===== src/rtl/gf2_poly_mul_mod_assert.svh =====
// Assertion macros for the GF(2) polynomial multiply/reduce unit.
// Expects clk and rst_n in the scope where a macro is used.
`ifndef GF2_POLY_MUL_MOD_ASSERT_SVH
`define GF2_POLY_MUL_MOD_ASSERT_SVH

// Same-cycle implication, disabled during reset.
`define GPM_ASSERT_IMP(lbl, ante, cons, msg) \
    lbl: assert property (@(posedge clk) disable iff (!rst_n) (ante) |-> (cons)) \
        else $error(msg);

// Next-cycle implication, disabled during reset.
`define GPM_ASSERT_NXT(lbl, ante, cons, msg) \
    lbl: assert property (@(posedge clk) disable iff (!rst_n) (ante) |=> (cons)) \
        else $error(msg);

`endif


===== src/rtl/gpm_pkg.sv =====
// Shared types and constants for the GF(2) polynomial multiply/reduce unit.
// No dependencies.
`default_nettype none

package gpm_pkg;

    localparam int POLY_WIDTH = 32;                 // used polynomial bits, 8..32
    localparam int DIV_W      = 2 * POLY_WIDTH - 1; // full product / dividend width
    localparam int IDX_W      = $clog2(POLY_WIDTH);
    localparam int STEP_W     = $clog2(DIV_W);

    localparam int OPER_W = 32;
    localparam int REM_W  = 32;
    localparam int QUO_W  = 63;
    localparam int DEG_W  = 7;

    localparam logic [DEG_W-1:0] DEG_NONE = '1;     // degree of the zero polynomial

    localparam logic [1:0] OP_DEGREE = 2'd0;
    localparam logic [1:0] OP_REDUCE = 2'd1;
    localparam logic [1:0] OP_MULMOD = 2'd2;

    typedef struct packed {
        logic [1:0]        op;
        logic [OPER_W-1:0] operand_a;
        logic [OPER_W-1:0] operand_b;
    } cmd_t;

    typedef struct packed {
        logic [REM_W-1:0] remainder;
        logic [QUO_W-1:0] quotient;
        logic [DEG_W-1:0] degree;
        logic             bad_field;
    } result_t;

endpackage

`default_nettype wire


===== src/rtl/gf2_poly_mul_mod.sv =====
// GF(2) polynomial unit: degree, reduction modulo the field polynomial, and
// multiply-then-reduce. Depends on gpm_pkg and gf2_poly_mul_mod_assert.svh.
//
// Usage:
//   Command channel: an item (cmd) is taken at a clock edge with start high
//   and busy low. busy stays high while the item is worked on.
//   Result channel: done is high for one cycle with the result on result;
//   the receiver must take it then, it cannot hold results off.
//   Config channel: cfg_data is written to field_poly when cfg_valid and
//   cfg_ready are both high. cfg_ready is low while busy or while start is
//   high. After a write the unit finds the field degree in its scan state,
//   with busy high.
// Steps (POLY_WIDTH = 32), from accept to done:
//   degree op: a scan of operand_a, one shift-and-test per cycle;
//   reduce op: 32 division steps, then a scan of the remainder;
//   multiply op: 32 multiply steps, 63 division steps, then the scan;
//   zero field polynomial or unused op: answered from idle, busy stays low.
// One item at a time; the shared shift/xor datapath and the degree scanner
// each handle one bit per cycle.
// Reset clears field_poly to zero and returns the sequencer to idle.
`default_nettype none
`include "gf2_poly_mul_mod_assert.svh"

module gf2_poly_mul_mod (
    input  wire logic             clk,
    input  wire logic             rst_n,
    input  wire logic             start,
    output logic                  busy,
    input  wire gpm_pkg::cmd_t    cmd,
    output logic                  done,
    output gpm_pkg::result_t      result,
    input  wire logic             cfg_valid,
    output logic                  cfg_ready,
    input  wire logic [31:0]      cfg_data
);
    import gpm_pkg::*;

    localparam logic [2:0] ST_IDLE  = 3'd0;
    localparam logic [2:0] ST_FSCAN = 3'd1;
    localparam logic [2:0] ST_MUL   = 3'd2;
    localparam logic [2:0] ST_DIV   = 3'd3;
    localparam logic [2:0] ST_SCAN  = 3'd4;

    localparam logic [IDX_W-1:0]  IDX_TOP  = IDX_W'(POLY_WIDTH - 1);
    localparam logic [STEP_W-1:0] MUL_LAST = STEP_W'(POLY_WIDTH - 1);
    localparam logic [STEP_W-1:0] DIV_LAST = STEP_W'(DIV_W - 1);

    logic [2:0]            state_reg, state_next;
    logic                  done_reg, done_next;
    logic [31:0]           field_reg, field_next;
    logic [IDX_W-1:0]      fd_reg, fd_next;

    logic [1:0]            op_reg, op_next;
    logic [POLY_WIDTH-1:0] a_reg, a_next;
    logic [POLY_WIDTH-1:0] b_reg, b_next;
    logic [DIV_W-1:0]      div_reg, div_next;
    logic [POLY_WIDTH-1:0] rem_reg, rem_next;
    logic [DIV_W-1:0]      quo_reg, quo_next;
    logic [STEP_W-1:0]     step_reg, step_next;
    logic [POLY_WIDTH-1:0] scan_reg, scan_next;
    logic [IDX_W-1:0]      cnt_reg, cnt_next;
    result_t               res_reg, res_next;

    logic [POLY_WIDTH-1:0] fpoly;
    logic                  fzero;
    logic                  scan_zero;
    logic                  scan_hit;
    logic [POLY_WIDTH-1:0] r_sh;
    logic                  q_bit;
    logic [DEG_W-1:0]      scan_deg;
    result_t               res_bad;
    result_t               res_none;

    assign fpoly     = field_reg[POLY_WIDTH-1:0];
    assign fzero     = (fpoly == '0);
    assign scan_zero = (scan_reg == '0);
    assign scan_hit  = scan_reg[POLY_WIDTH-1];
    assign scan_deg  = scan_zero ? DEG_NONE : DEG_W'(cnt_reg);

    // One long-division step: bring down the next dividend bit, subtract on hit.
    assign r_sh  = {rem_reg[POLY_WIDTH-2:0], div_reg[DIV_W-1]};
    assign q_bit = r_sh[fd_reg];

    assign res_bad  = '{remainder: '0, quotient: '0, degree: DEG_NONE, bad_field: 1'b1};
    assign res_none = '{remainder: '0, quotient: '0, degree: DEG_NONE, bad_field: 1'b0};

    assign busy      = (state_reg != ST_IDLE);
    assign cfg_ready = !busy && !start;
    assign done      = done_reg;
    assign result    = res_reg;

    always_comb
    begin
        state_next = state_reg;
        done_next  = 1'b0;
        field_next = field_reg;
        fd_next    = fd_reg;
        op_next    = op_reg;
        a_next     = a_reg;
        b_next     = b_reg;
        div_next   = div_reg;
        rem_next   = rem_reg;
        quo_next   = quo_reg;
        step_next  = step_reg;
        scan_next  = scan_reg;
        cnt_next   = cnt_reg;
        res_next   = res_reg;

        case (state_reg)
            ST_IDLE:
            begin
                if (cfg_valid && cfg_ready)
                begin
                    field_next = cfg_data;
                    scan_next  = cfg_data[POLY_WIDTH-1:0];
                    cnt_next   = IDX_TOP;
                    state_next = ST_FSCAN;
                end
                else if (start)
                begin
                    op_next = cmd.op;
                    a_next  = cmd.operand_a[POLY_WIDTH-1:0];
                    b_next  = cmd.operand_b[POLY_WIDTH-1:0];
                    case (cmd.op)
                        OP_DEGREE:
                        begin
                            scan_next  = cmd.operand_a[POLY_WIDTH-1:0];
                            cnt_next   = IDX_TOP;
                            state_next = ST_SCAN;
                        end
                        OP_REDUCE:
                        begin
                            if (fzero)
                            begin
                                done_next = 1'b1;
                                res_next  = res_bad;
                            end
                            else
                            begin
                                // align A to the top of the dividend, POLY_WIDTH steps
                                div_next   = {cmd.operand_a[POLY_WIDTH-1:0],
                                              (POLY_WIDTH-1)'(0)};
                                rem_next   = '0;
                                quo_next   = '0;
                                step_next  = MUL_LAST;
                                state_next = ST_DIV;
                            end
                        end
                        OP_MULMOD:
                        begin
                            if (fzero)
                            begin
                                done_next = 1'b1;
                                res_next  = res_bad;
                            end
                            else
                            begin
                                div_next   = '0;
                                rem_next   = '0;
                                quo_next   = '0;
                                step_next  = MUL_LAST;
                                state_next = ST_MUL;
                            end
                        end
                        default:
                        begin
                            done_next = 1'b1;
                            res_next  = res_none;
                        end
                    endcase
                end
            end

            ST_FSCAN:
            begin
                if (scan_zero || scan_hit)
                begin
                    fd_next    = cnt_reg;
                    state_next = ST_IDLE;
                end
                else
                begin
                    scan_next = scan_reg << 1;
                    cnt_next  = cnt_reg - 1'b1;
                end
            end

            ST_MUL:
            begin
                // MSB-first shift-and-xor product, accumulated in the dividend
                div_next = (div_reg << 1) ^ (b_reg[POLY_WIDTH-1] ? DIV_W'(a_reg) : '0);
                b_next   = b_reg << 1;
                if (step_reg == '0)
                begin
                    step_next  = DIV_LAST;
                    state_next = ST_DIV;
                end
                else
                begin
                    step_next = step_reg - 1'b1;
                end
            end

            ST_DIV:
            begin
                rem_next = q_bit ? (r_sh ^ fpoly) : r_sh;
                quo_next = {quo_reg[DIV_W-2:0], q_bit};
                div_next = div_reg << 1;
                if (step_reg == '0)
                begin
                    scan_next  = rem_next;
                    cnt_next   = IDX_TOP;
                    state_next = ST_SCAN;
                end
                else
                begin
                    step_next = step_reg - 1'b1;
                end
            end

            ST_SCAN:
            begin
                if (scan_zero || scan_hit)
                begin
                    done_next           = 1'b1;
                    res_next.degree     = scan_deg;
                    res_next.bad_field  = 1'b0;
                    if (op_reg == OP_DEGREE)
                    begin
                        res_next.remainder = '0;
                        res_next.quotient  = '0;
                    end
                    else
                    begin
                        res_next.remainder = REM_W'(rem_reg);
                        res_next.quotient  = QUO_W'(quo_reg);
                    end
                    state_next = ST_IDLE;
                end
                else
                begin
                    scan_next = scan_reg << 1;
                    cnt_next  = cnt_reg - 1'b1;
                end
            end

            default:
            begin
                state_next = ST_IDLE;
            end
        endcase
    end

    always_ff @(posedge clk or negedge rst_n)
    begin
        if (!rst_n)
        begin
            state_reg <= ST_IDLE;
            done_reg  <= 1'b0;
            field_reg <= '0;
            fd_reg    <= '0;
        end
        else
        begin
            state_reg <= state_next;
            done_reg  <= done_next;
            field_reg <= field_next;
            fd_reg    <= fd_next;
        end
    end

    always_ff @(posedge clk)
    begin
        op_reg   <= op_next;
        a_reg    <= a_next;
        b_reg    <= b_next;
        div_reg  <= div_next;
        rem_reg  <= rem_next;
        quo_reg  <= quo_next;
        step_reg <= step_next;
        scan_reg <= scan_next;
        cnt_reg  <= cnt_next;
        res_reg  <= res_next;
    end

    `GPM_ASSERT_IMP(a_done_idle, done, !busy, "result strobed while still busy")
    `GPM_ASSERT_NXT(a_cfg_scan, cfg_valid && cfg_ready, busy, "no field scan after config write")
    `GPM_ASSERT_IMP(a_bad_clean, done && result.bad_field,
                    (result.remainder == '0) && (result.quotient == '0)
                    && (result.degree == DEG_NONE), "bad field result not cleared")
    `GPM_ASSERT_IMP(a_rem_bound, state_reg == ST_DIV, (rem_reg >> fd_reg) == '0,
                    "partial remainder reached field degree")

endmodule

`default_nettype wire


===== config.mk =====
export PLATFORM = sky130hd
export DESIGN_NAME = gf2_poly_mul_mod
export DESIGN_NICKNAME = d
export VERILOG_FILES = /design/src/rtl/gpm_pkg.sv /design/src/rtl/gf2_poly_mul_mod.sv
export VERILOG_INCLUDE_DIRS = /design/src /design/src/rtl
export SDC_FILE = /design/constraint.sdc
export NUM_CORES = 1
export LEC_CHECK = 0
export ABC_CLOCK_PERIOD_IN_PS = 16890
export BUFFER_PORTS_ARGS = -buffer_cell sky130_fd_sc_hd__buf_2
export CORE_AREA = 2 2 194 196
export CTS_BUF_LIST = sky130_fd_sc_hd__clkbuf_4
export DETAILED_ROUTE_END_ITERATION = 7
export DIE_AREA = 0 0 196 198
export GPL_TIMING_DRIVEN = 1
export PLACE_DENSITY = 0.66
export SLEW_MARGIN = 40
export SYNTH_ARGS = -nofsm -noshare
export SYNTH_HDL_FRONTEND = slang
export SYNTH_SLANG_ARGS = --single-unit

===== constraint.sdc =====
create_clock -name clk -period 16.89 [get_ports clk]
set_clock_uncertainty 0.15 [all_clocks]
set_input_delay 0.8445 -clock clk [delete_from_list [all_inputs] [get_ports clk]]
set_output_delay 0.8445 -clock clk [all_outputs]
set_load 0.01 [all_outputs]

==> results of run 1 <==
==> placed cells by master (no fill, tap or decap), types with 4 or more instances in the layout <==
cell type and count:
clkbuf_4 155, nor2b_1 6, xnor2_1 6, xor2_1 33, o211ai_1 31, mux2i_1 16, o21ai_0 5, mux2_2 33
nand4_1 5, nor3b_1 33, nand2b_1 6, a22oi_1 4, inv_1 7, nand2_1 303, nor4_1 14, nand3_1 37
nand3b_1 33, a21o_1 32, and2_1 158, clkinv_1 23, dfrtp_1 40, a21oi_1 41, or2_2 6, ha_1 4
a211oi_1 32, buf_2 207, buf_4 17, nor2_1 71, mux2_4 5, edfxtp_1 369
==> worst register-to-register path: stages (launching register included) <==
cell	delay [ns]
dfrtp_1	0.73
and3b_2	0.30
buf_6	0.52
a21oi_1	0.17
nor2_4	0.13
buf_4	0.56
buf_4	0.70
==> report_power, final <==
group	total [mW]	switching [mW]	leakage [nW]	internal [mW]
Combinational	1.27	0.844	3.52	0.424
Clock	0.847	0.411	0.793	0.437
Sequential	1.99	0.277	4.03	1.72
Total	4.11	1.53	8.34	2.58
==> synthesized netlist by cell type (all sizes together) (2+ instances only) <==
cell | count | share of area (%)
a211oi | 32 | 1.3
a21o | 32 | 1.3
a21oi | 42 | 1.2
a22o | 2 | 0.10
a22oi | 4 | 0.17
and2 | 158 | 5.5
buf | 30 | 0.90
clkbuf | 56 | 1.2
dfrtp | 41 | 5.7
edfxtp | 369 | 61
ha | 5 | 0.35
inv | 8 | 0.17
mux2 | 38 | 2.5
mux2i | 16 | 0.89
nand2 | 304 | 6.3
nand2b | 7 | 0.24
nand3 | 37 | 1.0
nand3b | 33 | 1.4
nand4 | 5 | 0.17
nor2 | 76 | 1.6
nor2b | 8 | 0.28
nor3 | 4 | 0.17
nor3b | 34 | 1.4
nor4 | 16 | 0.62
o211ai | 31 | 1.3
o21ai | 7 | 0.19
o32ai | 2 | 0.097
or2 | 6 | 0.21
or3 | 2 | 0.069
xnor2 | 6 | 0.29
xor2 | 33 | 1.6
==> layout make-up <==
cell class | count | area, sq um | area share [%]
Antenna cell | 2 | 5.00 | 0.0239
Clock buffer | 155 | 1160 | 5.55
Clock inverter | 32 | 173 | 0.824
Inverter | 8 | 30.0 | 0.143
Multi-Input combinational cell | 952 | 5650 | 26.9
Sequential cell | 410 | 12100 | 57.8
Tap cell | 474 | 593 | 2.83
Timing Repair Buffer | 230 | 1240 | 5.91
==> cells by family (layout without fill, tap and decap cells) <==
kind of cell	after synthesis	in the layout	share of synthesized area, %
adders and majority gates	6	6	0.402
muxes	54	54	3.36
buffers and inverters	94	425	2.24
other	0	2	0
and+or+nand+nor	695	695	19.2
AOI/OAI and AO/OA	158	158	5.94
xor gates and xnor gates	39	39	1.89
DFF	410	410	67.0
==> stage by stage <==
step / instances / power (mW)
floorplan: 1456 / 2.86
global placement: 2071 / 3.23
detailed placement: 2073 / 3.27
CTS: 2261 / 4.13
global route: 2263 / 4.37
finish: 2263 / 4.11
==> layer usage <==
metal | global-route usage [%] | up-vias | wire, microns
met4 | 10.7 | 2 | 1450
li1 | - | 5747 | -
met2 | 36.7 | 454 | 20500
met3 | 5.86 | 92 | 3080
met5 | 0 | - | 7
met1 | 28.1 | 5897 | 18100
==> repair_timing <==
action	CTS	global route
setup buffers	0	0
endpoints found under the setup margin	0	0
hold endpoints to repair	41	0
hold buffers	1	0
gates resized for setup	0	0
==> path summary, 6_finish.rpt <==
check / endpoint / slack, ns
max in group asynchronous: fd_reg[1]$_DFFE_PN0P_ / 15.57
min in group asynchronous: field_reg[19]$_DFFE_PN0P_ / 0.54
max: quo_reg[31]$_SDFFCE_PN0P_ / 13.25
max reg2reg: quo_reg[31]$_SDFFCE_PN0P_ / 13.25
min: op_reg[0]$_DFFE_PP_ / 0.1
min reg2reg: div_reg[46]$_DFFE_PP_ / 0.35
==> metrics, run 1 <==
outcome=completed; CP startpoint=state_reg[0]$_DFFE_PN0P_; WL/cell=19.0 microns; DR pass1 iterations=6; Clock Latency Late Sink=0.82 ns; Vias=12,192; DRC viols=0; max reg flops=102; Static Leak=8.34 nW; layout cell share with drive strength beyond 1=25.8%; initial antenna violation count=4; Final setup viols=0; slowest cell on the critical path=dfrtp_1; TritonCTS clock tree=built; Core Area=37,000 sq um; Max VDD drop=0.106 mV; crit-path max FO=95; Post-DRT Antenna Nets=0; DRT iter0 DRCs=1,029; Area Overhead vs Synth=16.0%; # IOs=208; Fin. Hold Viols=0; Hold Startpoint=cmd[64]; post-synthesis sequential area ratio=67.0%; Tmin final=3.64 ns; Mapped Area=18,100 sq um; Setup TNS=0 ns; DP Area=19,600 sq um; startpoint types=flip-flop; WP depth=6; Reg clk slew, reported paths=0.07 ns; pwr/cell area=196 nW/um^2; RR Startpoint=state_reg[0]$_DFFE_PN0P_; Max Buffers Root-to-Sink=3; Fillers=3,175; YS warnings=0; most used cell, CP=buf_4; vias in the first global route=12,311; Num CTS Buffers=105; initial core utilization=48.9%; crit end category=flip-flop; largest net degree at the start of global routing=96; final worst path period share=21.5%; Crit Path Class=reg2reg; pre-CTS WS=13.25 ns; # nets final=1,814; worst-path cell chain=and3b_2 > buf_6 > a21oi_1 > nor2_4 > buf_4 > buf_4; syn nets=1,563; Worst Hold Class=in2reg; CTS HTree Levels=3; Die ar.=38,800 sq um; hold_ws=0.0984 ns; Design Area, Final=21,000 sq um; Final GP Congestion=0.851; Yosys reg bits=410; delay-heaviest family, CP=buffers and inverters; Max Cap Viol=0; post-synthesis async set-or-reset flop share=10.0%; Synth cell types=53; DPL Wire Length=28.0 mm; Worst Tran Pin Value=0.772 ns; first-pass GRT wire length=66.7 mm; PortBufs=207; CTS sink cnt=410; Gate Count Post-Synth=1,456; Congestion Overflow GR=0; via-per-instance ratio=5.39; Worst EP arrival=3.91 ns; max incr delay on CP=0.73 ns; syn avg cell area=12.4 sq um; Setup WS post-layout=13.25 ns; Hold Crit Depth=1; Clock Root Buffer=clkbuf_4; routed wire length=43.0 mm; Die X=196 microns; Critical Path RT=17.16 ns; R2R depth=6; top_reg_cell synth=edfxtp_1; Max-slew headroom=48.5%; Peak Freq=0.275 GHz; FP Rows=71; RSZ-0062 raised after global routing=no; final number of max-transition violations=0; Core Util, Final=56.7%; GRT Total Usage=22.5%; Worst Path Buf+Inv=3; Die Ht=198 microns; Post-synth EDFFs=369
No activity file was read; power rests on OpenSTA's default activity.
==> run 2: changes to the inputs <==
- ABC_CLOCK_PERIOD_IN_PS: 16890 -> 2900
- PLACE_DENSITY: 0.66 -> 0.69
- clock period: 16.89 -> 2.9 ns (I/O delays scaled with it)
==> metrics, run 2 (synthesis gave the netlist of run 1 again) <==
outcome=completed; Flop pwr share=45.1%; largest net degree at the start of global routing=96; Num CTS Buffers=106; Max Buffers Root-to-Sink=3; crit-path max FO=9; pre-CTS WS=0.225 ns; routed wire length=49.1 mm; Critical Path RT=3.47 ns; r2r endpoint=field_reg[10]$_DFFE_PN0P_; Hold Crit Depth=4; CP startpoint=state_reg[2]$_DFFE_PN0P_; Static Leak=9.50 nW; Fin. Hold Viols=0; Max-slew headroom=46.8%; DRT iter0 DRCs=1,059; CTS sink cnt=410; WL/cell=19.4 microns; DR pass1 iterations=6; Hold Startpoint=cmd[38]; crit end category=flip-flop; Sw Ratio=37.3%; Worst Tran Pin Value=0.789 ns; CTS HTree Levels=3; commonest cells after routing, fill and taps aside=369 x edfxtp_1, 303 x nand2_1, 234 x dlygate4sd3_1, 206 x buf_2, 158 x and2_1; final number of max-transition violations=0; Clock Root Buffer=clkbuf_4; NetSw=9.46 mW; Design Area, Final=23,700 sq um; FP Rows=71; vias in the first global route=14,018; Hold Crit Endpoint=div_reg[37]$_DFFE_PP_; # IOs=208; RR Startpoint=state_reg[2]$_DFFE_PN0P_; Post-DRT Antenna Nets=0; Vias=13,624; startpoint types=flip-flop; Tmin final=2.78 ns; Worst Hold Class=in2reg; Setup TNS=0 ns; final worst path period share=95.8%; Congestion Overflow GR=0; DPL Wire Length=29.9 mm; GRT Total Usage=25.5%; DRC viols=0; PortBufs=207; Crit Path Class=reg2reg; # nets final=2,083; Clock Latency Late Sink=0.82 ns; Die X=196 microns; Max Cap Viol=0; initial antenna violation count=2; Int Pwr=15.9 mW; via-per-instance ratio=5.38; Core Area=37,000 sq um; DP Area=20,000 sq um; Area Overhead vs Synth=31.4%; layout cell share with drive strength beyond 1=24.4%; Reg clk slew, reported paths=0.07 ns; Max VDD drop=0.715 mV; Clk pwr share=20.1%; Setup WS post-layout=0.123 ns; worst reg-to-reg setup slack=0.12 ns; R2R depth=8; Final GP Congestion=0.975; Worst EP arrival=3.35 ns; commonest non-fill, non-tap cell in the layout=edfxtp_1; Die ar.=38,800 sq um; initial core utilization=48.9%; TritonCTS clock tree=built; pwr/cell area=1070 nW/um^2; RSZ-0062 raised after global routing=no; Combinational Power Share=34.7%; Final setup viols=0; max reg flops=102; Peak Freq=0.360 GHz; Die Ht=198 microns; first-pass GRT wire length=76.1 mm
==> run 2: changes by cell type in the layout (fill, tap and decap cells not counted), moves of 5 or more <==
cell / delta
dlygate4sd3_1: +233
buf_12: +12
clkinv_1: -5
clkinv_2: +6
buf_4: +24
==> run 2: layout make-up <==
class,instances,area (sq um)
Timing Repair Buffer,498,4000
Clock buffer,157,1180
Tap cell,474,593
Antenna cell,2,5.00
Fill cell,2790,13200
Sequential cell,410,12100
Multi-Input combinational cell,952,5650
Inverter,8,30.0
Clock inverter,31,183
==> run 2: timing repair <==
action / CTS / global route
setup buffers: 0 / 4
endpoints found under the hold margin: 227 / 0
resized for setup: 0 / 2
endpoints found under the setup margin: 0 / 9
hold buffers: 235 / 0
==> run 2: worst max-delay path: stages, from the launching register on <==
cell and delay, ns:
dfrtp_2 0.44, nor3_4 0.30, inv_2 0.12, nor2_2 0.16, buf_4 0.17, nand2_1 0.13
dlygate4sd3_1 0.61, nand2_1 0.06, dlygate4sd3_1 0.54
==> run 2: stage by stage <==
stage | power, mW | hold slack [ns] | utilization [%] | cells
floorplan | 16.6 | -0.301 | - | 1456
global placement | 19.4 | 0.205 | 54.0 | 2101
detailed placement | 19.7 | 0.0368 | 54.1 | 2103
CTS | 25.2 | 0.00932 | 64.1 | 2526
global route | 26.7 | 0.0418 | 64.3 | 2532
finish | 25.3 | 0.104 | 64.3 | 2532
==> run 2: metal layers <==
metal	vias up	share of wire, %	track usage (%)
met1	6640	40	31.2
met3	90	6.4	5.30
li1	6302	-	-
met5	-	0	0
met4	0	2.6	9.60
met2	592	51	44.8
==> run 2: worst max path at each step <==
stage | endpoint | slack, ns | depth (start not counted)
finish | field_reg[10]$_DFFE_PN0P_ | 0.12 | 8
global route | field_reg[11]$_DFFE_PN0P_ | 0.004 | 8
global placement | rem_reg[1]$_SDFFCE_PN0P_ | 0.15 | 6
floorplan | result[0]$_SDFFCE_PP0P_ | -0.58 | 6
CTS | field_reg[31]$_DFFE_PN0P_ | 0.03 | 8
detailed placement | fd_reg[3]$_DFFE_PN0P_ | 0.23 | 6
==> run 2: power groups by stage <==
stage / clock network, mW / logic, mW / registers (mW)
floorplan: 0 / 5.37 / 11.2
global placement: 0 / 7.97 / 11.4
detailed placement: 0 / 8.23 / 11.5
CTS: 5.18 / 8.65 / 11.4
global route: 5.51 / 9.54 / 11.7
finish: 5.11 / 8.80 / 11.4
==> run 3: changes to the inputs <==
- ABC_AREA: not set -> 1
- CORE_AREA: 2 2 194 196 -> 2 2 192 194
- DIE_AREA: 0 0 196 198 -> 0 0 194 196
==> metrics, run 3 <==
final number of max-transition violations=0; WL/cell=17.5 microns; first-pass GRT wire length=74.1 mm; Peak Freq=0.380 GHz; final worst path period share=90.8%; routed wire length=47.7 mm; Area Overhead vs Synth=28.1%; Die Ht=196 microns; Gate Count Post-Synth=1,700; syn avg cell area=10.5 sq um; Sequential cell area=12,100 sq um; Commonest cells post-synth=441 x nand2_1, 369 x edfxtp_1, 196 x nor2_1; synth top area cells=edfxtp_1 62%, nand2_1 9.3%, dfrtp_1 5.8%; max incr delay on CP=0.49 ns; GR Util met1=32.2%; # nets final=2,279; Critical Path RT=3.18 ns; Clock Latency Late Sink=0.83 ns; TritonCTS clock tree=built; layout cell share with drive strength beyond 1=18.8%; Post-DRT Antenna Nets=0; initial core utilization=49.3%; Synth cell types=31; Max VDD drop=0.617 mV; Design Area, Final=22,800 sq um; Tmin final=2.63 ns; DRC viols=0; Yosys top cell by area=edfxtp_1; worst reg-to-reg setup slack=0.27 ns; Congestion Overflow GR=0; pwr/cell area=1090 nW/um^2; Max Buffers Root-to-Sink=3; Final setup viols=0; post_cts resized=0; Max-slew headroom=54.5%; crit-path max FO=37; Setup TNS=0 ns; CTS HTree Levels=3; met2 Track Usage GR=41.1%; Worst Hold Class=in2reg; Hold Startpoint=cmd[47]; Static Leak=10.1 nW; hold_ws=0.0578 ns; Core Util, Final=63.1%; post-synthesis async set-or-reset flop share=10.0%; commonest non-fill, non-tap cell in the layout=nand2_1; worst-path cell chain=nor2_1 > nand2_2 > buf_4 > nor2_4 > nand2_2 > nand2_1 > o21ai_0 > nor3_4 > buf_4; footprint of the multi-input gates=4600 sq um; slowest cell on the critical path=buf_4; Max Cap Viol=0; Clock Root Buffer=clkbuf_4; Core Area=36,100 sq um; Yosys reg bits=410; Worst Tran Pin Value=0.683 ns; top_reg_cell synth=edfxtp_1; RSZ-0062 raised after global routing=no; DRT iter0 DRCs=1,388; Die ar.=38,000 sq um; Worst setup endpoint=scan_reg[3]$_DFFE_PP_; Post-synth EDFFs=369; outcome=completed; # IOs=208; r2r endpoint=scan_reg[3]$_DFFE_PP_; Fillers=2,894; CTS sink cnt=410; max reg flops=102; commonest cells after routing, fill and taps aside=441 x nand2_1, 369 x edfxtp_1, 206 x buf_2, 199 x dlygate4sd3_1, 193 x nor2_1; vias in the first global route=14,062; syn nets=1,807; Num CTS Buffers=105; R2R depth=9; DP Area=19,400 sq um; Hold Buf Count CTS=200; Die X=194 microns; PortBufs=207; Crit Path Class=reg2reg; YS warnings=0; post-synthesis sequential area ratio=68.1%; Worst EP arrival=2.91 ns; via-per-instance ratio=5.21; Mapped Area=17,800 sq um; RR Startpoint=state_reg[0]$_DFFE_PN0P_; initial antenna violation count=1; crit end category=flip-flop; area share of the largest cell type after synthesis=62.3%; GRT met3 Usage=5.69%; FP Rows=70; largest net degree at the start of global routing=74; DR pass1 iterations=5; CP startpoint=state_reg[0]$_DFFE_PN0P_; busiest grt layer=met2; Final GP Congestion=0.906; Fin. Hold Viols=0; most common cell in the netlist=nand2_1; startpoint types=flip-flop; GRT Total Usage=24.9%; # Post-CTS Setup Buffers=0; DPL Wire Length=28.7 mm; Vias=14,195; Reg clk slew, reported paths=0.07 ns
==> run 3: area by class of cell <==
type                            instances  area share (%)
Antenna cell                            2          0.0220
Clock buffer                          145            4.78
Clock inverter                         45           0.962
Inverter                              200            3.32
Multi-Input combinational cell       1015            20.2
Sequential cell                       410            53.2
Tap cell                              468            2.57
Timing Repair Buffer                  440            15.0
==> run 3: report_power, final <==
| part | internal (mW) | switching, mW | leakage, nW |
|---|---|---|---|
| logic | 2.68 | 5.89 | 5.32 |
| registers | 10.1 | 1.41 | 4.03 |
| clock network | 2.42 | 2.44 | 0.766 |
| total | 15.2 | 9.74 | 10.1 |
==> run 3: stage by stage <==
step | setup slack [ns] | std cells | total power, mW
2_1_floorplan | -0.333 | 1700 | 17.0
3_3_place_gp | 0.313 | 2330 | 19.3
3_5_place_dp | 0.258 | 2332 | 19.6
4_1_cts | 0.231 | 2722 | 24.7
5_1_grt | 0.138 | 2724 | 26.5
6_report | 0.267 | 2725 | 24.9
==> run 3: worst min path at each step <==
stage,to,slack [ns],depth (start not counted)
after detailed placement,done$_DFF_PN0_,0.04,1
final,a_reg[15]$_DFFE_PP_,0.06,2
after global placement,done$_DFF_PN0_,0.22,1
after CTS,a_reg[15]$_DFFE_PP_,0.0002,2
after global routing,a_reg[15]$_DFFE_PP_,0.02,2
after floorplan,done$_DFF_PN0_,-0.30,0
==> run 3: metal layers <==
metal  wire length (microns)  part of all wire, %
met1                   18800                   40
met2                   23300                   49
met3                    4030                  8.4
met4                    1540                  3.2
met5                       0                    0
==> run 3: cell families after synthesis <==
logic type                 after synthesis  share of synthesized area (%)
AOI/OAI and AO/OA                      184                           5.27
xor gates and xnor gates                34                           1.68
adders and majority gates                5                          0.352
buffers and inverters                  275                           6.26
DFF                                    410                           68.1
and+or+nand+nor                        792                           18.3
==> run 3: critical path, delay by kind of cell, from the launching register on <==
family                 cells  cell delay [ns]
buffers and inverters      2             0.66
DFF                        1             0.44
and+or+nand+nor            6             0.84
AOI/OAI and AO/OA          1             0.14
